## src/sv/tked_pkg.sv

```systemverilog
// ============================================================================
// tked_pkg
// Shared types and key codes for the terminal key escape decoder.
// ============================================================================
package tked_pkg;

    localparam int KIND_W = 4;
    localparam int CHAR_W = 8;

    // Key event kinds as carried on m_tuser
    localparam logic [KIND_W-1:0] KIND_CHAR       = 4'd0;
    localparam logic [KIND_W-1:0] KIND_UNKNOWN    = 4'd1;
    localparam logic [KIND_W-1:0] KIND_UP         = 4'd2;
    localparam logic [KIND_W-1:0] KIND_DOWN       = 4'd3;
    localparam logic [KIND_W-1:0] KIND_RIGHT      = 4'd4;
    localparam logic [KIND_W-1:0] KIND_LEFT       = 4'd5;
    localparam logic [KIND_W-1:0] KIND_CTRL_RIGHT = 4'd6;
    localparam logic [KIND_W-1:0] KIND_CTRL_LEFT  = 4'd7;
    localparam logic [KIND_W-1:0] KIND_ALT_BKSP   = 4'd8;
    localparam logic [KIND_W-1:0] KIND_DELETE     = 4'd9;
    localparam logic [KIND_W-1:0] KIND_HOME       = 4'd10;
    localparam logic [KIND_W-1:0] KIND_END        = 4'd11;

    // One decoded key event
    typedef struct packed {
        logic [KIND_W-1:0] kind;
        logic [CHAR_W-1:0] ch;
    } key_t;

    // Decoder result toward the output buffer
    typedef struct packed {
        logic valid;
        key_t key;
    } key_res_t;

endpackage

```

## src/sv/tked_decode.sv

```systemverilog
// ============================================================================
// tked_decode
// Escape sequence state and per-byte decode; one byte per step.
// ============================================================================
module tked_decode #(
    parameter int SEQ_BUFFER = 16
) (
    input  logic                    aclk,
    input  logic                    aresetn,
    input  logic                    step,
    input  logic [7:0]              in_byte,
    output tked_pkg::key_res_t      res
);
    import tked_pkg::*;

    localparam int SEQ_LIMIT = SEQ_BUFFER - 1;
    localparam int CW        = $clog2(SEQ_BUFFER);

    localparam logic [1:0] PH_IDLE = 2'd0;
    localparam logic [1:0] PH_ESC  = 2'd1;
    localparam logic [1:0] PH_SEQ  = 2'd2;

    localparam logic [7:0] CH_ESC     = 8'h1B;
    localparam logic [7:0] CH_CR      = 8'h0D;
    localparam logic [7:0] CH_LF      = 8'h0A;
    localparam logic [7:0] CH_DEL     = 8'h7F;
    localparam logic [7:0] CH_BS      = 8'h08;
    localparam logic [7:0] CH_BRACKET = 8'h5B;
    localparam logic [7:0] CH_SS3     = 8'h4F;
    localparam logic [7:0] CH_FIN_LO  = 8'h40;
    localparam logic [7:0] CH_FIN_HI  = 8'h7E;

    logic [1:0]    phase_reg, phase_next;
    logic          bracket_reg, bracket_next;
    logic [CW-1:0] cnt_reg, cnt_next;
    logic [7:0]    b0_reg, b0_next;
    logic [7:0]    b1_reg, b1_next;
    logic [7:0]    b2_reg, b2_next;
    logic [CW-1:0] cnt_inc;
    logic          final_byte;

    // Match the collected bytes plus the closing byte against known keys.
    // Only the first three collected bytes can matter for any known code.
    function automatic logic [KIND_W-1:0] match_seq(
        input logic          brk,
        input logic [CW-1:0] cnt,
        input logic [7:0]    s0,
        input logic [7:0]    s1,
        input logic [7:0]    s2,
        input logic [7:0]    last
    );
        logic [KIND_W-1:0] k;
        k = KIND_UNKNOWN;
        if (cnt == CW'(0)) begin
            case (last)
                "A":     k = KIND_UP;
                "B":     k = KIND_DOWN;
                "C":     k = KIND_RIGHT;
                "D":     k = KIND_LEFT;
                "H":     k = KIND_HOME;
                "F":     k = KIND_END;
                default: k = KIND_UNKNOWN;
            endcase
        end else if (brk && cnt == CW'(1)) begin
            case ({s0, last})
                "1~", "7~": k = KIND_HOME;
                "4~", "8~": k = KIND_END;
                "3~":       k = KIND_DELETE;
                "5C":       k = KIND_CTRL_RIGHT;
                "5D":       k = KIND_CTRL_LEFT;
                default:    k = KIND_UNKNOWN;
            endcase
        end else if (brk && cnt == CW'(3) && {s0, s1, s2} == "1;5") begin
            case (last)
                "C":     k = KIND_CTRL_RIGHT;
                "D":     k = KIND_CTRL_LEFT;
                default: k = KIND_UNKNOWN;
            endcase
        end
        return k;
    endfunction

    assign cnt_inc    = cnt_reg + CW'(1);
    assign final_byte = (in_byte >= CH_FIN_LO) && (in_byte <= CH_FIN_HI);

    // Per-byte decode
    always_comb begin
        phase_next   = phase_reg;
        bracket_next = bracket_reg;
        cnt_next     = cnt_reg;
        b0_next      = b0_reg;
        b1_next      = b1_reg;
        b2_next      = b2_reg;
        res.valid    = 1'b0;
        res.key.kind = KIND_CHAR;
        res.key.ch   = 8'd0;
        case (phase_reg)
            PH_ESC: begin
                phase_next = PH_IDLE;
                if (in_byte == CH_DEL || in_byte == CH_BS) begin
                    res.valid    = 1'b1;
                    res.key.kind = KIND_ALT_BKSP;
                end else if (in_byte == CH_BRACKET || in_byte == CH_SS3) begin
                    bracket_next = (in_byte == CH_BRACKET);
                    cnt_next     = '0;
                    phase_next   = PH_SEQ;
                end else begin
                    res.valid    = 1'b1;
                    res.key.kind = KIND_UNKNOWN;
                end
            end
            PH_SEQ: begin
                // count is always below the limit here
                if (cnt_reg == CW'(0)) b0_next = in_byte;
                if (cnt_reg == CW'(1)) b1_next = in_byte;
                if (cnt_reg == CW'(2)) b2_next = in_byte;
                cnt_next = cnt_inc;
                if (final_byte || cnt_inc == CW'(SEQ_LIMIT)) begin
                    phase_next   = PH_IDLE;
                    res.valid    = 1'b1;
                    res.key.kind = match_seq(bracket_reg, cnt_reg, b0_reg, b1_reg,
                                             b2_reg, in_byte);
                end
            end
            default: begin
                phase_next = PH_IDLE;
                if (in_byte == CH_ESC) begin
                    phase_next = PH_ESC;
                end else begin
                    res.valid    = 1'b1;
                    res.key.kind = KIND_CHAR;
                    res.key.ch   = (in_byte == CH_CR) ? CH_LF : in_byte;
                end
            end
        endcase
    end

    // Control state
    always_ff @(posedge aclk) begin
        if (!aresetn) begin
            phase_reg   <= PH_IDLE;
            bracket_reg <= 1'b0;
            cnt_reg     <= '0;
        end else if (step) begin
            phase_reg   <= phase_next;
            bracket_reg <= bracket_next;
            cnt_reg     <= cnt_next;
        end
    end

    // Collected sequence bytes
    always_ff @(posedge aclk) begin
        if (step) begin
            b0_reg <= b0_next;
            b1_reg <= b1_next;
            b2_reg <= b2_next;
        end
    end

    // While collecting, the count stays below the limit
    a_cnt_bound: assert property (@(posedge aclk) disable iff (!aresetn)
        (phase_reg == PH_SEQ) |-> (cnt_reg < CW'(SEQ_LIMIT)))
        else $error("sequence count at or past limit while collecting");

    // An ESC byte in idle only opens a sequence
    a_esc_silent: assert property (@(posedge aclk) disable iff (!aresetn)
        (step && phase_reg == PH_IDLE && in_byte == CH_ESC) |=> (phase_reg == PH_ESC))
        else $error("ESC in idle did not enter ESC phase");

    // A byte seen after ESC never yields a char event
    a_esc_kind: assert property (@(posedge aclk) disable iff (!aresetn)
        (phase_reg == PH_ESC && res.valid) |-> (res.key.kind != KIND_CHAR))
        else $error("char event after ESC");

endmodule

```

## src/sv/tked_outbuf.sv

```systemverilog
// ============================================================================
// tked_outbuf
// Two-entry output buffer; keeps input flowing while a result waits.
// ============================================================================
module tked_outbuf (
    input  logic              aclk,
    input  logic              aresetn,
    input  logic              push,
    input  tked_pkg::key_t    push_key,
    output logic              full,
    output logic              out_valid,
    input  logic              out_ready,
    output tked_pkg::key_t    out_key
);
    import tked_pkg::*;

    logic [1:0] cnt_reg, cnt_next;
    key_t       e0_reg, e0_next;
    key_t       e1_reg, e1_next;
    logic       pop;

    assign full      = (cnt_reg == 2'd2);
    assign out_valid = (cnt_reg != 2'd0);
    assign out_key   = e0_reg;
    assign pop       = out_valid && out_ready;

    // Entry 0 is the head beat
    always_comb begin
        cnt_next = cnt_reg;
        e0_next  = e0_reg;
        e1_next  = e1_reg;
        case ({push, pop})
            2'b10: begin
                if (cnt_reg == 2'd0) e0_next = push_key;
                else                 e1_next = push_key;
                cnt_next = cnt_reg + 2'd1;
            end
            2'b01: begin
                e0_next  = e1_reg;
                cnt_next = cnt_reg - 2'd1;
            end
            2'b11: begin
                if (cnt_reg == 2'd1) begin
                    e0_next = push_key;
                end else begin
                    e0_next = e1_reg;
                    e1_next = push_key;
                end
            end
            default: begin
                cnt_next = cnt_reg;
            end
        endcase
    end

    always_ff @(posedge aclk) begin
        if (!aresetn) begin
            cnt_reg <= 2'd0;
        end else begin
            cnt_reg <= cnt_next;
        end
    end

    always_ff @(posedge aclk) begin
        e0_reg <= e0_next;
        e1_reg <= e1_next;
    end

    a_no_overflow: assert property (@(posedge aclk) disable iff (!aresetn)
        !(push && full))
        else $error("push into full output buffer");

    a_cnt_range: assert property (@(posedge aclk) disable iff (!aresetn)
        cnt_reg != 2'd3)
        else $error("output buffer count out of range");

    a_drain: assert property (@(posedge aclk) disable iff (!aresetn)
        (cnt_reg == 2'd1 && pop && !push) |=> !out_valid)
        else $error("buffer not empty after draining last beat");

endmodule

```

## src/sv/terminal_key_escape_decoder_core.sv

```systemverilog
// ============================================================================
// terminal_key_escape_decoder_core
// Decodes terminal input bytes into key events (ANSI/VT100 escape codes).
// ============================================================================
// One input byte is taken per cycle on the s_ stream; each byte yields zero
// or one key event on the m_ stream, pushed into the output buffer when the
// byte is accepted. Sustained rate is one byte per clock: the per-byte
// decode is a single pass of logic into a two-entry output buffer, and
// s_tready drops only while both buffer entries hold results the sink has
// not taken. Carriage return comes out as line feed; ESC sequences that do
// not match a known key report kind unknown. SEQ_BUFFER sets the escape
// sequence length limit (SEQ_BUFFER-1 bytes after the prefix).
module terminal_key_escape_decoder_core #(
    parameter int SEQ_BUFFER = 16
) (
    input  logic        aclk,
    input  logic        aresetn,
    input  logic        s_tvalid,
    output logic        s_tready,
    input  logic [7:0]  s_tdata,   // [7:0] in_byte
    output logic        m_tvalid,
    input  logic        m_tready,
    output logic [7:0]  m_tdata,   // [7:0] key_char
    output logic [3:0]  m_tuser    // [3:0] key_kind
);
    import tked_pkg::*;

    logic     full;
    logic     step;
    key_res_t res;
    key_t     head;

    assign s_tready = !full;
    assign step     = s_tvalid && s_tready;

    // Byte decode and sequence state
    tked_decode #(
        .SEQ_BUFFER (SEQ_BUFFER)
    ) u_decode (
        .aclk    (aclk),
        .aresetn (aresetn),
        .step    (step),
        .in_byte (s_tdata),
        .res     (res)
    );

    // Result buffer
    tked_outbuf u_outbuf (
        .aclk      (aclk),
        .aresetn   (aresetn),
        .push      (step && res.valid),
        .push_key  (res.key),
        .full      (full),
        .out_valid (m_tvalid),
        .out_ready (m_tready),
        .out_key   (head)
    );

    assign m_tdata = head.ch;
    assign m_tuser = head.kind;

endmodule
```

## config.mk

```make
export PLATFORM = sky130hd
export DESIGN_NAME = terminal_key_escape_decoder_core
export DESIGN_NICKNAME = d
export VERILOG_FILES = /design/src/sv/tked_pkg.sv /design/src/sv/tked_decode.sv /design/src/sv/tked_outbuf.sv /design/src/sv/terminal_key_escape_decoder_core.sv
export SDC_FILE = /design/constraint.sdc
export NUM_CORES = 1
export LEC_CHECK = 0
export BUFFER_PORTS_ARGS = -buffer_cell sky130_fd_sc_hd__clkbuf_2
export CAP_MARGIN = 20
export CORE_ASPECT_RATIO = 1.25
export CORE_UTILIZATION = 45
export CTS_CLUSTER_DIAMETER = 100
export DETAILED_ROUTE_END_ITERATION = 12
export SYNTH_ARGS = -nofsm -noshare
export SYNTH_HDL_FRONTEND = slang
export SYNTH_SLANG_ARGS = --single-unit
export TNS_END_PERCENT = 5
```

## constraint.sdc

```tcl
create_clock -name aclk -period 9.9 [get_ports aclk]
set_input_delay 0.495 -clock aclk [delete_from_list [all_inputs] [get_ports aclk]]
set_output_delay 0.495 -clock aclk [all_outputs]
set_load 0.01 [all_outputs]
```

Word level (Yosys, flattened, before mapping)
Cells that the tools add are included.
W data, S select, Z words.

operators by class
  bitwise operators = 1
  magnitude comparators = 2
  add/sub/neg operators = 3
  reduce and logical (&&, ||, !) cells = 29
  eq/ne operators = 37
  mux-type cells = 28

operators with widths
  kind                    number
  $eq A16 B14 Y1 const B  7
  $eq A8 B7 Y1 const B    9
  $mux W12                4
  $pmux W12 S3            1
  $eq A24 B22 Y1 const B  1
  $pmux W12 S2            1
  $pmux W4 S6             1
  $mux W4                 5
  $pmux W4 S5             1
  $eq A8 B4 Y1 const B    2
  $mux W8                 2
  $mux W5                 3
  $mux W13                1
  $reduce_and A3 Y1       4
  $pmux W5 S2             1
  $eq A2 B2 Y1 const B    4
  $eq A4 B2 Y1 const B    2
  $eq A8 B5 Y1 const B    1
  $ge A8 B7 Y1 const B    1
  $le A8 B7 Y1 const B    1
  $pmux W2 S2             2
  $pmux W4 S2             1
  $reduce_and A4 Y1       2
  $reduce_bool A2 Y1      4
  other kinds (20)        39

word-level totals
  input bits = 12
  register bits after elaboration = 57

Logic depth before layout (Yosys ltp)
Gate-level depths: netlist of the first run.

  word-level depth = 12
  mapped depth = 13

Modules after synthesis
Synthesis of the first run repeated with hierarchy kept, for this count alone.

second synthesis, totals
  cell total of the unflattened synthesis = 301
  area total of the unflattened synthesis = 3355.7 µm²

by module, submodules not included
  module                            area each (µm²)  cells an instance  times used
  tked_decode                       1998.2           192                1
  tked_outbuf                       1338.8           106                1
  terminal_key_escape_decoder_core  18.8             3                  1

Least setup slack after synthesis of the first run
OpenSTA, ideal clock, no wires.

  path type = input -> register
  start point = in s_tdata[2]
  end point = reg u_outbuf.e0_reg (netlist bit u_outbuf.out_key[0]), enable pin
  arrival = 2.767 ns
  path slack = 6.716 ns
  setup time = 0.417 ns
  required time = 9.483 ns
  cell stages on the path = 6
  buffers on the path = 1
  cells stage by stage = clkbuf_1 > nand2b_1 > nor4_2 > nor2_1 > a211oi_1 > o41ai_1

on the way
  cells in the longest elaborated chain, start to end = 9
  elaborated cells between the ends (all ways) = 23
  those cells by class = order compare: 2; eq/ne: 9; mux: 5; reduce/logical: 7

ends and longest elaborated chain
  item                                                          RTL line                                RTL
  start: declaration                                            terminal_key_escape_decoder_core.sv:20  input logic [7:0] s_tdata,
  $ge A8 B7 Y1, or another cell as far along                    tked_decode.sv:84                       assign final_byte = (in_byte >= CH_FIN_LO) && (in_byte <= CH_FIN_HI);
  $logic_and A1 B1 Y1 or $logic_or A1 B1 Y1 (tied branches)     tked_decode.sv:84, tked_decode.sv:103
  $logic_or A1 B1 Y1 or $mux W5 (tied branches)                 tked_decode.sv:118, tked_decode.sv:103
  $mux W5 (on tied branches)                                    tked_decode.sv:118, tked_decode.sv:100
  $pmux W5 S2 (*)                                               tked_decode.sv:97                       case (phase_reg)
  $logic_and A1 B1 Y1 (*)                                       terminal_key_escape_decoder_core.sv:51  .push (step && res.valid),
  $eq A2 B2 Y1 or $eq A2 B1 Y1 (tied branches)                  tked_outbuf.sv:32                       case ({push, pop})
  $ne A2 B1 Y1 (no line) or $reduce_bool A3 Y1 (tied branches)  n/a
  $reduce_and A2 Y1 (no line) (*)                               n/a
  end signal: assignment                                        tked_outbuf.sv:65                       e0_reg <= e0_next;
  end: declaration                                              tked_outbuf.sv:18                       key_t e0_reg, e0_next;

Mark *: on every way between the ends. The rest lies on a longest branch, timed or not.
A chain may end at the register's enable or synchronous reset.

==> metrics.md, run 1 <==
| Metric | Value |
|---|---|
| Maxcap violations | 0 |
| Post-Synthesis Mean Instance Area | about 11 sq um |
| First drt pass iteration count | 4 |
| Number of I/O pins | 26 |
| Buffer levels on the longest clock path | 2 |
| Clock transition at path regs | ~70 ps |
| Kind of end point of the critical path | flop |
| Run status | finished, final reports clean |
| Sequential element share of the synthesized area | a little over half |
| Num Clock Sinks | 57 |
| Largest area contributor in the synthesized netlist | edfxtp_1 |
| Data arrival time at the worst-slack endpoint | between 3000 and 4000 ps |
| Worst-case hold slack | just over 500 ps |
| Worst hold stages | 1 |
| Routed wirelength normalized by instance count | ~16 um |
| Required time of the critical path | 10080 ps |
| Register bit total from synthesis | 57 |
| Net count of the finished layout | 320 |
| Synthesis warning total | 0 |
| Number of global-route vias before repair | approximately 2100 |
| Total number of vias | about 2200 |
| Clk network pwr share | slightly below 30% |
| Chip Width | approximately 75 um |
| Count of port buffers added during placement | 25 |
| P_sw | approximately 0.00020 W |
| Half-perimeter wire length after placement | between 4000 and 5000 um |
| Worst R2R Path Depth | 11 |
| Post-Synthesis Cell Area | slightly below 0.003 sq mm |
| Share of power burned in registers | approximately 48% |
| Ys flop type | edfxtp_1 |
| Portion of the clock cycle consumed by the worst path in the final layout | between 30% and 40% |
| Clock latency on the worst-skew pair | 330 ps |
| Cell chosen for the clock root | clkbuf_8 |
| Internal | between 0.0004 and 0.0005 W |
| Antenna violations before repair | 0 |
| N_diodes | 0 |
| Slew Limit Headroom | approximately 41% |
| First-pass GRT wire length | between 10000 and 15000 um |
| Top area cells in the synthesized netlist | edfxtp_1 (49%), dfxtp_1 (6.1%), ha_1 (5.5%) |
| Area Overhead vs Synth | 13.8% |
| Destination of the worst register-to-register timing path | u_outbuf.out_key[4]$_DFFE_PP_ |
| Hold-fix buffers at CTS | 0 |
| Number of enable flip-flop cells after synthesis | 48 |
| Floorplan core area | roughly 0.0063 sq mm |
| Pin count of the biggest net entering global routing | 18 |
| Switching Fraction | roughly 29% |
| Worst setup path category | flop to flop |
| VDD IR-drop max | roughly 0.09 mV |
| Total setup buffers inserted after CTS | 0 |
| Critical path launch point | u_decode.cnt_reg[1]$_SDFFE_PN0P_ |
| Height of the die | around 93 um |
| WL final | 6280 um |
| RSZ-0062 raised after global routing | no |
| Most frequently used cell type in the post-synthesis netlist | edfxtp_1 |
| Ratio of cells with drive above 1 in the final layout | between 15 and 20% |
| Worst slew pin tran | 871 ps |
| Vias per cell | approximately 5.6 |
| Net count after synthesis | 290 |
| GRT overflow | 0 |
| Power Density | slightly above 200 mW/mm^2 |
| Worst hold endpoint | u_decode.b0_reg[5]$_DFFE_PP_ |
| Worst-path maximum fanout | 12 |
| Kind of launch point of the worst setup path | flop |
| Endpoints failing setup | 0 |
| Number of pins exceeding their max-slew limit in the final report | 0 |
| Final Total Pwr | around 0.0007 W |
| Final Hold Fails | 0 |
| Setup clock skew after layout | ~8 ps |
| Initial core utilization | a little under half |
| Overall routing resource usage | between 20% and 30% |
| Portion of synthesized cell area occupied by the leading cell type | roughly half |
| Post-synth ARST share | 0% |
| Minimum clock period | around 3300 ps |
| Number of DRC markers after the initial detailed-route iteration | approximately 120 |
| Total Neg Setup Slack | 0 ps |
| Peak clock frequency supported by timing | 301 MHz |
| Distinct cell type count of the synthesized netlist | a little under 60 |
| Number of instances resized during post-cts repair | 0 |
| Worst reg2reg startpoint | u_decode.cnt_reg[1]$_SDFFE_PN0P_ |
| Logic gate share of total power | around 23% |
| Launch instance of the worst min-delay path | s_tdata[5] |
| Cell types with the highest counts after synthesis | edfxtp_1 (48), nand2_1 (26), inv_1 (17), nor2_1 (17), ha_1 (13) |
| Number of buffers added by the clock tree synthesis step | 9 |
| R2r setup slk | 6570 ps |
| DIE AREA | approximately 0.007 sq mm |
| Number of DRC violations after detailed routing | 0 |
| HP Class | input pin to flop |
| Post-route antenna net violation count | 0 |
| Mapped Cells | 265 |
| Standard-cell row count | 32 |
| Clock tree from TritonCTS | yes |
| Leakage Power | roughly 1.2 nW |
| H-tree level count | 3 |
| Gp weighted congestion | a little under 0.9 |
per-stage QoR:
step	util [%]	cells	setup slack (ps)	area, sq um
2_1_floorplan	-	265	6720	2970
3_5_place_dp	50.6	368	6200	3180
6_report	53.7	385	6570	3370
3_3_place_gp	50.6	368	6210	3180
4_1_cts	53.5	384	6380	3370
5_1_grt	53.7	385	6160	3370
routing by layer:
metal	vias up	track usage, %	wire length, um
met4	0	7.39	143
met3	10	4.79	306
met1	1031	25.6	2670
li1	1062	-	-
met5	-	0	0
met2	62	33.8	3160
cell families (layout without fill, tap and decap cells):
family                   after synthesis  count (layout)  share of synthesized area, %
AND/OR/NAND/NOR                      112             112                          21.7
buffers and inverters                 25              60                          3.21
XOR/XNOR                               4               4                          1.18
AO/OA/AOI/OAI                         50              50                          12.3
multiplexers                           4               4                          1.43
adder cells (fa/ha/maj)               13              13                          5.49
flip-flops                            57              57                          54.7
critical path: stages, from the launching register on:
cell and delay, ps:
dfxtp_1 430, ha_1 210, inv_1 90, nor3b_1 190, o21ai_0 150, a21oi_1 350
a211oi_1 150, nor3_1 310, ha_1 260, a21oi_1 80, nor2_1 630, a22o_1 320
power groups by stage:
stage | Sequential, W | Clock [W] | Combinational, W
floorplan | 0.000350 | 0 | 0.0000813
global placement | 0.000337 | 0 | 0.000154
detailed placement | 0.000338 | 0 | 0.000153
CTS | 0.000333 | 0.000206 | 0.000154
global route | 0.000337 | 0.000217 | 0.000177
finish | 0.000332 | 0.000202 | 0.000157
how the worst max path moves through the flow:
stage                                          endpoint
after floorplan           u_outbuf.out_key[0]$_DFFE_PP_
after global placement     u_outbuf.e1_reg[4]$_DFFE_PP_
after detailed placement   u_outbuf.e1_reg[4]$_DFFE_PP_
after CTS                 u_outbuf.e1_reg[10]$_DFFE_PP_
after global routing      u_outbuf.out_key[4]$_DFFE_PP_
final                     u_outbuf.out_key[4]$_DFFE_PP_
final cells by class:
type,count,area (sq um)
fillers,586,2910
flip-flops and latches,57,1620
multi-input cells,183,1260
repair buffers,27,140
clock buffers,9,124
well taps,85,106
inverters,17,63.8
clock inverters,7,61.3
placed cells by master, fill, tap and decap left out, types with 4 or more instances in the layout:
cell type	count
nand3_1	5
a21oi_1	10
clkbuf_2	25
edfxtp_1	48
and2_1	6
inv_1	17
nor2b_1	6
nor3_1	9
dfxtp_1	9
o21ai_0	10
nor2_1	17
nand2_1	26
nand3b_1	4
ha_1	13
clkbuf_8	9
nor4_1	4
xnor2_1	4
a32o_1	5
nand2b_1	6
Power figures use the tool's default switching activity.
==> run 2, diff against run 1 <==
PLACE_DENSITY = 0.65   (was unset)
clock period = 2.74 ns   (was 9.9 ns; I/O delays follow)
==> metrics.md, run 2 (synthesized netlist as in run 1, its figures left out) <==
| Metric | Value |
|---|---|
| Initial core utilization | 47.2% (unchanged) |
| Number of global-route vias before repair | 2122 (+1.6%) |
| Portion of the clock cycle consumed by the worst path in the final layout | 93.3% (+60 points) |
| Commonest cells after routing, fill and taps aside | edfxtp_1 (48), buf_4 (28), nand2_1 (25), clkbuf_2 (25), inv_1 (17) |
| Worst slew pin tran | 521 ps (-350 ps) |
| Total Neg Setup Slack | 0 ps (unchanged) |
| Buffer levels on the longest clock path | 2 (unchanged) |
| Floorplan core area | 0.00629 sq mm (unchanged) |
| Number of pins exceeding their max-slew limit in the final report | 0 (unchanged) |
| N_diodes | 0 (unchanged) |
| Required time of the critical path | 2820 ps (-7260 ps) |
| Post-route antenna net violation count | 0 (unchanged) |
| Antenna violations before repair | 0 (unchanged) |
| Worst reg2reg startpoint | u_decode.cnt_reg[0]$_SDFFE_PN0P_ |
| GRT overflow | 0 (unchanged) |
| First-pass GRT wire length | 10600 um (+1.9%) |
| Total number of vias | 2235 (+3.2%) |
| Vias per cell | 5.44 (-3.3%) |
| Net count of the finished layout | 346 (+8.1%) |
| Final-layout fill cell count | 568 (-3.1%) |
| Gp weighted congestion | 0.796 (-8.2%) |
| Number of buffers added by the clock tree synthesis step | 9 (unchanged) |
| Total non-filler cell area in the finished layout | 0.00368 sq mm (+9.1%) |
| Number of DRC violations after detailed routing | 0 (unchanged) |
| Kind of end point of the critical path | flop |
| Data arrival time at the worst-slack endpoint | 2640 ps (-860 ps) |
| Endpoints failing setup | 0 (unchanged) |
| Leading cell type in the layout, fill and taps excluded | edfxtp_1 |
| RSZ-0062 raised after global routing | no |
| Area of the multi-input gates | 0.00129 sq mm (+3.1%) |
| Minimum clock period | 2560 ps (-769 ps) |
| Area of all sequential standard cells | 0.00162 sq mm (about the same) |
| Num Clock Sinks | 57 (unchanged) |
| CP peak stage delay | 390 ps (-240 ps) |
| Placed Instances | 395 (+7.3%) |
| VDD IR-drop max | 0.344 mV (+290%) |
| Clock transition at path regs | 60 ps (about the same) |
| DIE AREA | 0.00692 sq mm (unchanged) |
| Pin count of the biggest net entering global routing | 17 (-1) |
| Worst-path maximum fanout | 12 (unchanged) |
| Count of port buffers added during placement | 25 (unchanged) |
| Kind of launch point of the worst setup path | flop |
| Chip Width | 74.6 um (unchanged) |
| Number of I/O pins | 26 (unchanged) |
| Slew Limit Headroom | 65.0% (+24 points) |
| Clock latency on the worst-skew pair | 330 ps (about the same) |
| Area Overhead vs Synth | 24.1% |
| HP Class | input pin to flop |
| Worst R2R Path Depth | 11 (unchanged) |
| Final Non-Filler Cells | 411 (+6.8%) |
| Crit path max-delay cell type | or3_1 |
| Number of DRC markers after the initial detailed-route iteration | 136 (+14%) |
| Post-Route Utilization | 58.6% (+4.9 points) |
| Run status | finished, final reports clean |
| Leakage Power | 1.34 nW (+15%) |
| End of the critical path | u_outbuf.out_key[2]$_DFFE_PP_ |
| H-tree level count | 3 (unchanged) |
| Power Density | 768 mW/mm^2 (+280%) |
| Standard-cell row count | 32 (unchanged) |
| Cell chosen for the clock root | clkbuf_8 |
| Peak clock frequency supported by timing | 391 MHz (+30%) |
| Destination of the worst register-to-register timing path | u_outbuf.out_key[2]$_DFFE_PP_ |
| Worst setup path category | flop to flop |
| Height of the die | 92.8 um (unchanged) |
| Overall routing resource usage | 21.0% (+0.59 points) |
| Setup clock skew after layout | 5.15 ps (-2.66 ps) |
| Cell-by-cell trace of the critical path | ha_1 > inv_1 > nor3b_2 > o21ai_1 > a21oi_2 > a211oi_2 > or3_1 > ha_1 > a21oi_2 > nor2_4 > a32o_1 |
| WL final | 6520 um (+3.8%) |
| Maxcap violations | 0 (unchanged) |
| Dpl cell area | 0.00338 sq mm (+6.4%) |
| Critical path launch point | u_decode.cnt_reg[0]$_SDFFE_PN0P_ |
| Ratio of cells with drive above 1 in the final layout | 26.7% (+10 points) |
| First drt pass iteration count | 4 (unchanged) |
| R2r setup slk | 180 ps (-6390 ps) |
| Final Total Pwr | 0.00283 W (+310%) |
| Routed wirelength normalized by instance count | 15.9 um (-2.8%) |
| Half-perimeter wire length after placement | 4860 um (+3.9%) |
| Clock tree from TritonCTS | yes |
| Final Hold Fails | 0 (unchanged) |
## run 2: cell count changes in the layout (fill, tap and decap cells not counted), moves of 2 or more
cell / before / now
buf_4: 2 / 28
a21oi_1: 10 / 7
a21oi_2: 0 / 3
bufinv_16: 1 / 4
clkinv_1: 3 / 0
clkinvlp_4: 2 / 0
## run 2: metal layers
layer	up-vias	part of all wire, %	global-route usage, %
met4	0	2.0	10.2
met1	1058	43	25.8
met3	12	3.8	4.79
li1	1109	-	-
met2	56	51	34.2
met5	-	0	0
## run 2: cell type report
type	instances	area share, %
well taps	85	2.89
inverters	17	1.73
clock buffers	10	3.47
multi-input cells	183	35.2
clock inverters	6	3.54
repair buffers	53	9.11
flip-flops and latches	57	44.1
## run 2: report_power, final
part	total (W)	internal, W	switching, W
clock	0.00103	0.000693	0.000332
sequential	0.00120	0.00115	0.0000480
combinational	0.000599	0.000239	0.000360
total	0.00283	0.00209	0.000740
## run 2: critical path, delay by kind of cell, from the launching register on
kind                     cells  cell delay (ps)
buffers and inverters        1               90
flip-flops                   1              360
AND/OR/NAND/NOR              3              680
AO/OA/AOI/OAI                5              760
adder cells (fa/ha/maj)      2              430
## run 2: timing repair
| action | 4_1_cts | 5_1_grt |
|---|---|---|
| hold buffers | 0 | 0 |
| endpoints found under the setup margin | 24 | 25 |
| resized for setup | 2 | 10 |
| pin swaps | 1 | 1 |
| setup buffers | 0 | 0 |
## run 2: worst min path at each step
stage / from / end / slack [ps] / cells past startpoint
6_report: s_tdata[6] / u_decode.b1_reg[6]$_DFFE_PP_ / 120 / 1
3_3_place_gp: s_tdata[6] / u_decode.b1_reg[6]$_DFFE_PP_ / 430 / 1
2_1_floorplan: s_tdata[0] / u_decode.b0_reg[0]$_DFFE_PP_ / 240 / 0
4_1_cts: s_tdata[6] / u_decode.b1_reg[6]$_DFFE_PP_ / 90 / 1
3_5_place_dp: s_tdata[6] / u_decode.b1_reg[6]$_DFFE_PP_ / 430 / 1
5_1_grt: s_tdata[6] / u_decode.b1_reg[6]$_DFFE_PP_ / 90 / 1
## run 2: per-stage QoR
stage | setup WS [ps] | hold WS, ps
after CTS | -3.64 | 93.4
after global routing | 20.6 | 93.6
after global placement | -56.8 | 430
final | 183 | 120
after detailed placement | -191 | 427
after floorplan | -146 | 236
==> run 3, diff against run 2 <==
SYNTH_HIERARCHICAL = 1   (was unset)
==> metrics.md, run 3 <==
| Metric | Value |
|---|---|
| Run status | finished, final reports clean |
| N_diodes | 0 (unchanged) |
| Floorplan core area | 0.00710 sq mm (+13%) |
| Clock tree from TritonCTS | yes |
| Sequential element share of the synthesized area | 48.3% (-6.4 points) |
| Crit path max-delay cell type | or3b_2 |
| Post-route antenna net violation count | 0 (unchanged) |
| Endpoints failing setup | 0 (unchanged) |
| RSZ-0062 raised after global routing | no |
| Cell chosen for the clock root | clkbuf_8 |
| Power Density | 756 mW/mm^2 (-1.5%) |
| Largest delay share family, worst path | simple AND/OR/NAND/NOR gates |
| Height of the die | 98.6 um (+6.2%) |
| Commonest cells after routing, fill and taps aside | edfxtp_1 (48), nand2_1 (41), clkbuf_2 (25), buf_4 (24) |
| Number of pins exceeding their max-slew limit in the final report | 0 (unchanged) |
| Required time of the critical path | 2830 ps (about the same) |
| Post-Route Utilization | 55.4% (-3.2 points) |
| Number of enable flip-flop cells after synthesis | 48 (unchanged) |
| Final Hold Fails | 0 (unchanged) |
| First drt pass iteration count | 4 (unchanged) |
| Post-synth ARST share | 0% (unchanged) |
| Leakage Power | 1.47 nW (+10%) |
| Clock transition at path regs | 80 ps (+20 ps) |
| Cell types with the highest counts after synthesis | edfxtp_1 (48), nand2_1 (41), ha_1 (15), a22oi_1 (14), inv_1 (14) |
| Minimum clock period | 2590 ps (+34.7 ps) |
| Antenna violations before repair | 0 (unchanged) |
| Number of global-route vias before repair | 2442 (+15%) |
| Standard-cell row count | 34 (+6.3%) |
| Chip Width | 79.2 um (+6.2%) |
| Largest area contributor in the synthesized netlist | edfxtp_1 |
| GRT overflow | 0 (unchanged) |
| Worst path bufs/invs | 1 (unchanged) |
| Final Non-Filler Cells | 442 (+7.5%) |
| Initial core utilization | 47.2% (+0.061 points) |
| Net count after synthesis | 328 (+13%) |
| Number of buffers added by the clock tree synthesis step | 9 (unchanged) |
| Distinct cell type count of the synthesized netlist | 67 (+14%) |
| Vias per cell | 5.57 (+2.3%) |
| First-pass GRT wire length | 11400 um (+7.4%) |
| VDD IR-drop max | 0.349 mV (+1.4%) |
| Overall routing resource usage | 19.2% (-1.8 points) |
| Top area cells in the synthesized netlist | edfxtp_1 (43%), ha_1 (5.6%), dfxtp_1 (5.4%) |
| Most frequently used cell type in the post-synthesis netlist | edfxtp_1 |
| WL final | 6770 um (+3.8%) |
| Setup clock skew after layout | 12.3 ps (+7.11 ps) |
| Register bit total from synthesis | 57 (unchanged) |
| Worst setup path category | flop to flop |
| Ys flop type | edfxtp_1 |
| Area Overhead vs Synth | 17.3% |
| Placed Instances | 426 (+7.8%) |
| Portion of the clock cycle consumed by the worst path in the final layout | 94.6% (+1.3 points) |
| Busiest grt layer | met2 |
| Ratio of cells with drive above 1 in the final layout | 28.7% (+2.0 points) |
| CP peak stage delay | 510 ps (+120 ps) |
| Pin count of the biggest net entering global routing | 16 (-1) |
| Post-Synthesis Cell Area | 0.00336 sq mm (+13%) |
| Num Clock Sinks | 57 (unchanged) |
| Leading cell type in the layout, fill and taps excluded | edfxtp_1 |
| HP Class | input pin to flop |
| Post-Synthesis Mean Instance Area | 11.1 sq um (-0.37%) |
| Mapped Cells | 301 (+14%) |
| Kind of end point of the critical path | flop |
| DIE AREA | 0.00781 sq mm (+13%) |
| Total number of vias | 2460 (+10%) |
| Slew Limit Headroom | 55.2% (-9.8 points) |
| Gp weighted congestion | 0.913 (+15%) |
| Data arrival time at the worst-slack endpoint | 2680 ps (+40 ps) |
| Final Total Pwr | 0.00298 W (+5.3%) |
| Net count of the finished layout | 374 (+8.1%) |
| Number of DRC violations after detailed routing | 0 (unchanged) |
| Clock latency on the worst-skew pair | 330 ps (about the same) |
| Number of DRC markers after the initial detailed-route iteration | 85 (-38%) |
| H-tree level count | 3 (unchanged) |
| Kind of launch point of the worst setup path | flop |
| Met2 track demand over resource | 34.3% (+0.050 points) |
| Synthesis warning total | 6 (+6) |
| Grt met3 use | 4.63% (-0.16 points) |
| Half-perimeter wire length after placement | 5100 um (+5.0%) |
| Worst slew pin tran | 672 ps (+151 ps) |
| Count of port buffers added during placement | 25 (unchanged) |
| Final-layout fill cell count | 627 (+10%) |
| Number of I/O pins | 26 (unchanged) |
| Worst-path maximum fanout | 7 (-5) |
| Routed wirelength normalized by instance count | 15.3 um (-3.5%) |
| Buffer levels on the longest clock path | 2 (unchanged) |
| Cell-by-cell trace of the critical path | inv_1 > ha_1 > or3b_2 > or4_1 > a22oi_1 > a211oi_1 > mux2_4 > nand2_1 > nand2_1 |
| M1 GR Usage | 21.5% (-4.2 points) |
| Maxcap violations | 0 (unchanged) |
| Peak clock frequency supported by timing | 386 MHz (-1.3%) |
| Cell mode on critical path | nand2_1 |
| Portion of synthesized cell area occupied by the leading cell type | 43.0% (-5.7 points) |
| Total Neg Setup Slack | 0 ps (unchanged) |
[run 3: cell count changes in the layout (fill, tap and decap cells not counted), sizes merged, moves of 8 or more]
cell,previous run,this run
nor3,10,2
mux2,2,12
nand2,26,41
a22oi,0,14
[run 3: metal layers]
metal  part of all wire (%)  routed length (um)  vias up
met5                      0                   0        -
met4                    2.1                 140        0
met3                    3.3                 220       11
met2                     53                3580       47
met1                     42                2830     1168
li1                       -                   -     1234
[run 3: final cells by class]
| class | count | area (sq um) | share of cell area [%] |
|---|---|---|---|
| flip-flops and latches | 57 | 1620 | 41.2 |
| multi-input cells | 214 | 1580 | 40.1 |
| repair buffers | 51 | 345 | 8.78 |
| clock buffers | 9 | 124 | 3.15 |
| well taps | 90 | 113 | 2.86 |
| clock inverters | 7 | 101 | 2.58 |
| inverters | 14 | 52.6 | 1.34 |
[run 3: worst paths after layout]
kind,from,depth (start not counted),slack (ps),endpoint
max,u_decode/cnt_reg[0]$_SDFFE_PN0P_,9,150,u_outbuf/out_key[8]$_DFFE_PP_
min,s_tdata[3],1,90,u_decode/b1_reg[3]$_DFFE_PP_
max reg2reg,u_decode/cnt_reg[0]$_SDFFE_PN0P_,9,150,u_outbuf/out_key[8]$_DFFE_PP_
min reg2reg,u_decode/phase_reg[0]$_SDFFE_PN0P_,2,490,u_decode/phase_reg[0]$_SDFFE_PN0P_
[run 3: what timing repair did]
item                                    in CTS  in global routing
hold buffers                                 0                  0
gates resized for setup                      0                  4
endpoints found under the setup margin       0                 24
buffers inserted                             0                  0
[run 3: power breakdown]
part	leakage, nW	total [W]	switching (W)	internal, W
Clock	0.106	0.000875	0.000356	0.000519
Sequential	0.522	0.00124	0.0000643	0.00117
Combinational	0.845	0.000865	0.000446	0.000419
Total	1.47	0.00298	0.000867	0.00211
[run 3: through the flow]
step | setup slack, ps | hold WS [ps] | cell area, sq um
2_1_floorplan | -24.8 | 236 | 3360
3_3_place_gp | 98.2 | 441 | 3700
3_5_place_dp | 76.0 | 447 | 3700
4_1_cts | 109 | 89.6 | 3920
5_1_grt | 0.794 | 81.5 | 3940
6_report | 148 | 91.7 | 3940
[run 3: cell families (layout without fill, tap and decap cells)]
kind of cell,Yosys count,after routing,share of synthesized area (%)
flops,57,57,48.3
simple gates,123,123,21.7
buf+inv,30,81,5.11
compound gates,59,59,12.9
fa+ha+maj,15,15,5.59
mux,15,15,5.93
xor+xnor,2,2,0.522
